--- src/rtl/utf8dw_pkg.sv ---
// utf8dw_pkg: shared types and constants for the UTF-8 display width core.
// Used by the decode stage and the top level; depends on nothing.

package utf8dw_pkg;

   // Byte class masks and prefixes
   localparam logic [7:0] LEAD2_MASK   = 8'hE0;
   localparam logic [7:0] LEAD2_PREFIX = 8'hC0;
   localparam logic [7:0] LEAD3_MASK   = 8'hF0;
   localparam logic [7:0] LEAD3_PREFIX = 8'hE0;

   // Held byte counts of a pending sequence
   localparam logic [1:0] HELD_NONE = 2'd0;
   localparam logic [1:0] HELD_ONE  = 2'd1;
   localparam logic [1:0] HELD_TWO  = 2'd2;

   localparam int unsigned OUT_BITS = 16;

   // Decode result for one byte
   typedef struct packed {
      logic [7:0] lead;
      logic [7:0] second;
      logic [1:0] count;
      logic [1:0] cols;    // columns to add this word, 0..2
   } decode_type;

endpackage

--- src/rtl/utf8dw_decode.sv ---
// utf8dw_decode: combinational UTF-8 sequence step and East Asian wide check.
// Depends on utf8dw_pkg.

module utf8dw_decode
   import utf8dw_pkg::*;
(
   input  logic [7:0]  held_lead,
   input  logic [7:0]  held_second,
   input  logic [1:0]  held_count,
   input  logic [7:0]  byte_value,
   input  logic        last_byte,
   output decode_type  result
);

   logic [15:0] code_point;
   logic        wide;
   logic [7:0]  lead_nxt;
   logic [7:0]  second_nxt;
   logic [1:0]  count_nxt;
   logic [1:0]  cols_step;

   // Code point of a completed three-byte sequence
   assign code_point = {held_lead[3:0], held_second[5:0], byte_value[5:0]};

   // Wide ranges
   always_comb begin
      wide = (code_point >= 16'h1100 && code_point <= 16'h11FF) ||
             (code_point >= 16'h2E80 && code_point <= 16'h303F) ||
             (code_point >= 16'h3040 && code_point <= 16'h33FF) ||
             (code_point >= 16'h3400 && code_point <= 16'h4DBF) ||
             (code_point >= 16'h4E00 && code_point <= 16'h9FFF) ||
             (code_point >= 16'hA000 && code_point <= 16'hA4CF) ||
             (code_point >= 16'hAC00 && code_point <= 16'hD7AF) ||
             (code_point >= 16'hF900 && code_point <= 16'hFAFF) ||
             (code_point >= 16'hFF00 && code_point <= 16'hFFEF);
   end

   // Sequence step
   always_comb begin
      lead_nxt   = held_lead;
      second_nxt = held_second;
      count_nxt  = held_count;
      cols_step  = 2'd0;
      if (held_count == HELD_NONE) begin
         if ((byte_value & LEAD2_MASK) == LEAD2_PREFIX ||
             (byte_value & LEAD3_MASK) == LEAD3_PREFIX) begin
            lead_nxt  = byte_value;
            count_nxt = HELD_ONE;
         end else begin
            // ASCII or stray byte
            cols_step = 2'd1;
         end
      end else if (held_count == HELD_ONE &&
                   (held_lead & LEAD2_MASK) == LEAD2_PREFIX) begin
         cols_step  = 2'd1;
         lead_nxt   = 8'h00;
         second_nxt = 8'h00;
         count_nxt  = HELD_NONE;
      end else if (held_count == HELD_ONE) begin
         second_nxt = byte_value;
         count_nxt  = HELD_TWO;
      end else begin
         cols_step  = wide ? 2'd2 : 2'd1;
         lead_nxt   = 8'h00;
         second_nxt = 8'h00;
         count_nxt  = HELD_NONE;
      end
   end

   // End of string: flush held bytes at one column each, then clear
   always_comb begin
      result.lead   = lead_nxt;
      result.second = second_nxt;
      result.count  = count_nxt;
      result.cols   = cols_step;
      if (last_byte) begin
         // a held byte only remains when this word added nothing
         result.cols   = cols_step | count_nxt;
         result.lead   = 8'h00;
         result.second = 8'h00;
         result.count  = HELD_NONE;
      end
   end

endmodule

--- config.mk ---
export PLATFORM = sky130hd
export DESIGN_NAME = utf8dw_decode
export DESIGN_NICKNAME = d
export VERILOG_FILES = /design/src/rtl/utf8dw_pkg.sv /design/src/rtl/utf8dw_decode.sv
export SDC_FILE = /design/constraint.sdc
export NUM_CORES = 1
export LEC_CHECK = 0
export BUFFER_PORTS_ARGS = -buffer_cell sky130_fd_sc_hd__buf_2
export CAP_MARGIN = 20
export CORE_UTILIZATION = 41
export DETAILED_ROUTE_END_ITERATION = 6
export PLACE_DENSITY = 0.94
export SLEW_MARGIN = 40
export SYNTH_ARGS = -nofsm -noshare
export SYNTH_HDL_FRONTEND = slang
export SYNTH_SLANG_ARGS = --single-unit
--- constraint.sdc ---
create_clock -name vclk -period 2.8
set_clock_uncertainty 0.15 [all_clocks]
set_input_delay 0.56 -clock vclk [all_inputs]
set_output_delay 0.56 -clock vclk [all_outputs]
set_load 0.02 [all_outputs]
==> flow_metrics.env, run 1 <==
export IMPL_endpoint_kind="primary output"
export IMPL_crit_path_max_fanout=8
export IMPL_cap_violations=0
export IMPL_synthCells=90
export IMPL_outcome="finished, final reports clean"
export IMPL_die_x_um=39.1
export IMPL_antenna_cells=0
export IMPL_io_pins=47
export IMPL_path_delay_family="simple AND/OR/NAND/NOR gates"
export IMPL_grt_pass1_wl_um=2790
export IMPL_synth_area_um2=564
export IMPL_critPathBufInv=2
export IMPL_ir_drop_uv=67.9
export IMPL_area_growth_pct=47.9
export IMPL_routed_wl_um=1960
export IMPL_slew_viol_final=0
export IMPL_hold_viol_final=0
export IMPL_avgSynthCellArea_um2=6.27
export IMPL_yosysMostFrequentCell="nor2_1"
export IMPL_cp_required_ns=2.09
export IMPL_cp_slowest_stage_delay_ns=0.50
export IMPL_place_inst=151
export IMPL_path_cells="buf_2, xnor2_1, or4b_1, a21oi_1, a221oi_1, o221ai_1, buf_2"
export IMPL_fmax_mhz=374
export IMPL_vias=866
export IMPL_multi_input_area_um2=532
export IMPL_dieArea_um2=1530
export IMPL_powerDensity_nw_per_um2=156
export IMPL_startpoint_type="input pin"
export IMPL_grt_usage=0.257
export IMPL_drc=0
export IMPL_final_cells=151
export IMPL_worst_pin_slew_ns=0.339
export IMPL_cpMaxStageDelayCell="or4b_1"
export IMPL_p_leak_nw=0.446
export IMPL_drive_above_1_share=0.412
export IMPL_start_util=0.439
export IMPL_overflow=0
export IMPL_setup_viol=0
export IMPL_slew_headroom=0.770
export IMPL_place_congestion=0.859
export IMPL_grt_pass1_vias=663
export IMPL_die_y_um=39.1
export IMPL_tns_ns=0
export IMPL_nFlopsAndLatches=0
export IMPL_drt_iter0_drc=18
export IMPL_regArea_um2=0
export IMPL_hpwl_um=1540
export IMPL_detail_route_first_pass_iterations=4
export IMPL_synth_top_cell_by_area="a22o_1"
export IMPL_yosysUniqueCellTypes=40
export IMPL_synth_area_top_cells="a22o_1 (9.3%), mux2i_1 (8.9%), nor2_1 (8.6%)"
export IMPL_min_period_over_period=0.956
export IMPL_worstHoldPathType="in -> out"
export IMPL_synth_nets=117
export IMPL_synth_common_cells="nor2_1 (13), a21oi_1 (8), nand2_1 (7), a22o_1 (6)"
export IMPL_fin_nets=165
export IMPL_arrival_ns=1.97
export IMPL_n_fill_cell=126
export IMPL_ys_seq_area_frac=0
export IMPL_hold_path_end="result[11]"
export IMPL_yosysTopAreaCellShare=0.0931
export IMPL_critical_path_most_common_cell="buf_2"
export IMPL_clkbuf_count=0
export IMPL_port_buffers=47
export IMPL_wl_per_cell_um=13.0
export IMPL_antenna_found_initial=0
export IMPL_min_period_ns=2.68
export IMPL_antenna_left=0
export IMPL_core_area_um2=1280
export IMPL_vias_per_cell=5.74
export IMPL_grt_max_degree=11
export IMPL_crit_type="in -> out"
export IMPL_ys_warn_count=0
export IMPL_min_from="held_second[7]"
export IMPL_core_rowCount=13
export IMPL_min_path_cells=3
==> per-stage QoR <==
stage / instance area, um2 / hold slack (ns) / util / worst slack [ns] / power, W
floorplan: 564 / 1.05 / - / 0.141 / 0.0000743
global placement: 822 / 1.30 / 0.640 / 0.138 / 0.000124
detailed placement: 822 / 1.30 / 0.640 / 0.0838 / 0.000127
CTS: 822 / 1.30 / 0.640 / 0.0819 / 0.000128
global route: 835 / 1.33 / 0.649 / -0.00349 / 0.000143
finish: 835 / 1.30 / 0.649 / 0.125 / 0.000130
==> worst max-delay path by stage <==
stage | from | endpoint | slack [ns] | cells after the start
6_report | held_second[2] | result[1] | 0.12 | 7
5_1_grt | held_second[5] | result[1] | -0.003 | 7
4_1_cts | held_second[2] | result[0] | 0.08 | 7
3_5_place_dp | held_second[2] | result[0] | 0.08 | 7
3_3_place_gp | held_second[5] | result[1] | 0.14 | 7
2_1_floorplan | held_second[2] | result[1] | 0.14 | 6
==> logic make-up (layout without fill, tap and decap cells) <==
group                  count (synthesis)  after routing  synth area share
AO/OA/AOI/OAI                         33             33             0.421
AND/OR/NAND/NOR                       41             41             0.395
XOR/XNOR                               1              1            0.0155
multiplexers                           5              5            0.0887
buffers and inverters                 10             56            0.0798
==> layer usage <==
layer	GRT usage	up-vias	wire (um)
li1	-	446	-
met1	0.338	389	841
met2	0.479	31	1030
met3	0	0	85
met4	0.0172	0	0
met5	0	-	0
==> area by class of cell <==
class / instances / share of cell area
Multi-Input combinational cell: 80 / 0.637
Timing Repair Buffer: 51 / 0.318
Inverter: 5 / 0.0225
Tap cell: 15 / 0.0225
==> power by group <==
group	switching (W)	internal [W]
logic	0.0000788	0.0000517
clock network	0	0
registers	0	0
==> what timing repair did <==
| item | in CTS | in global routing |
|---|---|---|
| setup buffers | 0 | 0 |
| endpoints found under the setup margin | 0 | 2 |
| gates resized for setup | 0 | 3 |
| hold buffers | 0 | 0 |
==> cell usage in the layout, fill, tap and decap left out, drive strengths merged, types with 2 or more instances in the layout <==
cell	Yosys	final
o2111ai	2	2
nor2	14	14
buf	3	51
nand4	2	2
mux2i	5	5
nand2	7	7
nor4	3	3
a21oi	8	8
nor3	4	4
a22o	6	6
o21a	3	3
o21ai	4	4
inv	5	5
==> tightest hold or removal path: cells and delay by family <==
| kind | cells | cell delay [ns] |
|---|---|---|
| buf+inv | 2 | 0.22 |
| compound gates | 1 | 0.11 |
No activity file was read; power rests on OpenSTA's default activity.
==> run 2, diff against run 1 <==
--- a/config.mk
+++ b/config.mk
@@ -7,9 +7,11 @@
 export LEC_CHECK = 0
 export BUFFER_PORTS_ARGS = -buffer_cell sky130_fd_sc_hd__buf_2
 export CAP_MARGIN = 20
-export CORE_UTILIZATION = 41
+export CELL_PAD_IN_SITES_DETAIL_PLACEMENT = 1
+export CELL_PAD_IN_SITES_GLOBAL_PLACEMENT = 1
+export CORE_UTILIZATION = 25
 export DETAILED_ROUTE_END_ITERATION = 6
-export PLACE_DENSITY = 0.94
+export PLACE_DENSITY = 0.92
 export SLEW_MARGIN = 40
 export SYNTH_ARGS = -nofsm -noshare
 export SYNTH_HDL_FRONTEND = slang
==> run 2 against run 1 <==
Non-clock buffer count did not move. Power rose by 6.9%. Count of clock-buffer cells in the layout did not move. Largest cell class unchanged. Worst setup slack got worse by 0.064 ns. Highest routed layer is now met4. Via count rose by 11%. Critical path type unchanged.
==> flow_metrics.env, run 2 (synthesis results as in run 1) <==
export IMPL_wl_per_cell_um=16.9
export IMPL_cpMaxStageDelayCell="or4b_1"
export IMPL_cts_setup_buffers=0
export IMPL_cp_slowest_stage_delay_ns=0.52
export IMPL_place_inst=163
export IMPL_routed_wl_um=2760
export IMPL_grt_max_degree=11
export IMPL_cap_violations=0
export IMPL_slew_viol_final=0
export IMPL_cts_hold_buf=0
export IMPL_grt_usage=0.210
export IMPL_internal_power_w=0.0000527
export IMPL_area_growth_pct=52.6
export IMPL_min_period_ns=2.74
export IMPL_worst_setup_path_endpoint="result[1]"
export IMPL_core_area_um2=2040
export IMPL_placed_cell_area_um2=837
export IMPL_post_place_ws_ns=0.0190
export IMPL_combPwrFrac=1.000
export IMPL_p_leak_nw=0.449
export IMPL_most_common_layout_cells="buf_2 (46), nor2_1 (13), nand2_1 (7), a21oi_1 (7), a22o_1 (6)"
export IMPL_drc=0
export IMPL_antenna_found_initial=0
export IMPL_start_util=0.276
export IMPL_vias=961
export IMPL_min_period_over_period=0.978
export IMPL_cp_required_ns=2.09
export IMPL_die_y_um=49.5
export IMPL_p_sw_w=0.0000868
export IMPL_final_common_cell="buf_2"
export IMPL_startpoint_type="input pin"
export IMPL_slew_headroom=0.701
export IMPL_post_cts_resized=0
export IMPL_hpwl_um=2170
export IMPL_die_x_um=49.5
export IMPL_dieArea_um2=2450
export IMPL_fin_ws_ns=0.0604
export IMPL_critical_path_most_common_cell="buf_2"
export IMPL_port_buffers=47
export IMPL_core_rowCount=16
export IMPL_ir_drop_uv=58.9
export IMPL_overflow=0
export IMPL_crit_path_max_fanout=8
export IMPL_antenna_left=0
export IMPL_path_cells="buf_2, xnor2_1, or4b_1, a21oi_2, a221oi_1, o221ai_1, buf_2"
export IMPL_worst_pin_slew_ns=0.447
export IMPL_worstHoldPathType="in -> out"
export IMPL_drt_iter0_drc=9
export IMPL_fmax_mhz=365
export IMPL_detail_route_first_pass_iterations=4
export IMPL_nFlopsAndLatches=0
export IMPL_endpoint_kind="primary output"
export IMPL_drive_above_1_share=0.419
export IMPL_setup_viol=0
export IMPL_arrival_ns=2.03
export IMPL_vias_per_cell=5.90
export IMPL_place_congestion=0.896
export IMPL_final_cells=163
export IMPL_n_fill_cell=289
export IMPL_outcome="finished, final reports clean"
export IMPL_grt_pass1_vias=894
export IMPL_clkPwrFrac=0
export IMPL_antenna_cells=0
export IMPL_startpoint="held_second[2]"
export IMPL_io_pins=47
export IMPL_clkbuf_count=0
export IMPL_grt_pass1_wl_um=4170
export IMPL_fin_area_um2=861
export IMPL_regArea_um2=0
export IMPL_hold_viol_final=0
export IMPL_power_frac_seq=0
export IMPL_switching_share=0.622
export IMPL_crit_type="in -> out"
export IMPL_powerDensity_nw_per_um2=162
export IMPL_fin_nets=165
==> run 2: changes by cell type in the layout (fill, tap and decap cells not counted) <==
cell / previous run / this run
buf_2: 47 / 46
nor2_2: 1 / 0
clkbuf_4: 0 / 1
a21oi_2: 0 / 1
nor2_4: 0 / 1
a21oi_1: 8 / 7
==> run 2: layout make-up <==
class / count / area, um2 / share of cell area
inverters: 5 / 18.8 / 0.0218
multi-input cells: 80 / 541 / 0.628
well taps: 27 / 33.8 / 0.0392
repair buffers: 51 / 268 / 0.311
==> run 2: power groups by stage <==
stage          clock [W]  combinational, W  sequential [W]
3_5_place_dp           0          0.000133               0
4_1_cts                0          0.000134               0
6_report               0          0.000139               0
2_1_floorplan          0         0.0000743               0
5_1_grt                0          0.000149               0
3_3_place_gp           0          0.000128               0
==> run 2: per-stage QoR <==
| step | utilization | power [W] | hold WS [ns] | TNS, ns |
|---|---|---|---|---|
| floorplan | - | 0.0000743 | 1.05 | 0 |
| global placement | 0.410 | 0.000128 | 1.30 | 0 |
| detailed placement | 0.410 | 0.000133 | 1.31 | 0 |
| CTS | 0.410 | 0.000134 | 1.32 | 0 |
| global route | 0.422 | 0.000149 | 1.34 | -0.0999 |
| finish | 0.422 | 0.000139 | 1.31 | 0 |
==> run 2: worst min-delay path by stage <==
stage	endpoint	startpoint	cells after the start	slack [ns]
finish	result[2]	last_byte	3	1.31
global route	result[2]	last_byte	3	1.34
CTS	result[2]	last_byte	3	1.32
detailed placement	result[2]	last_byte	3	1.31
global placement	result[10]	held_second[6]	3	1.30
floorplan	result[2]	last_byte	1	1.05
==> run 2: metal layers <==
metal  wire length (um)  part of all wire  track usage
met5                  0                 0            0
met4                 49             0.018       0.0381
met3                162             0.059       0.0123
met2               1380              0.50        0.400
met1               1160              0.42        0.256
==> run 2: worst max-delay path: cells and delay by family <==
family                    cells  cell delay [ns]
AOI/OAI and AO/OA             3             0.46
xor gates and xnor gates      1             0.14
buffers and inverters         2             0.35
and+or+nand+nor               1             0.52
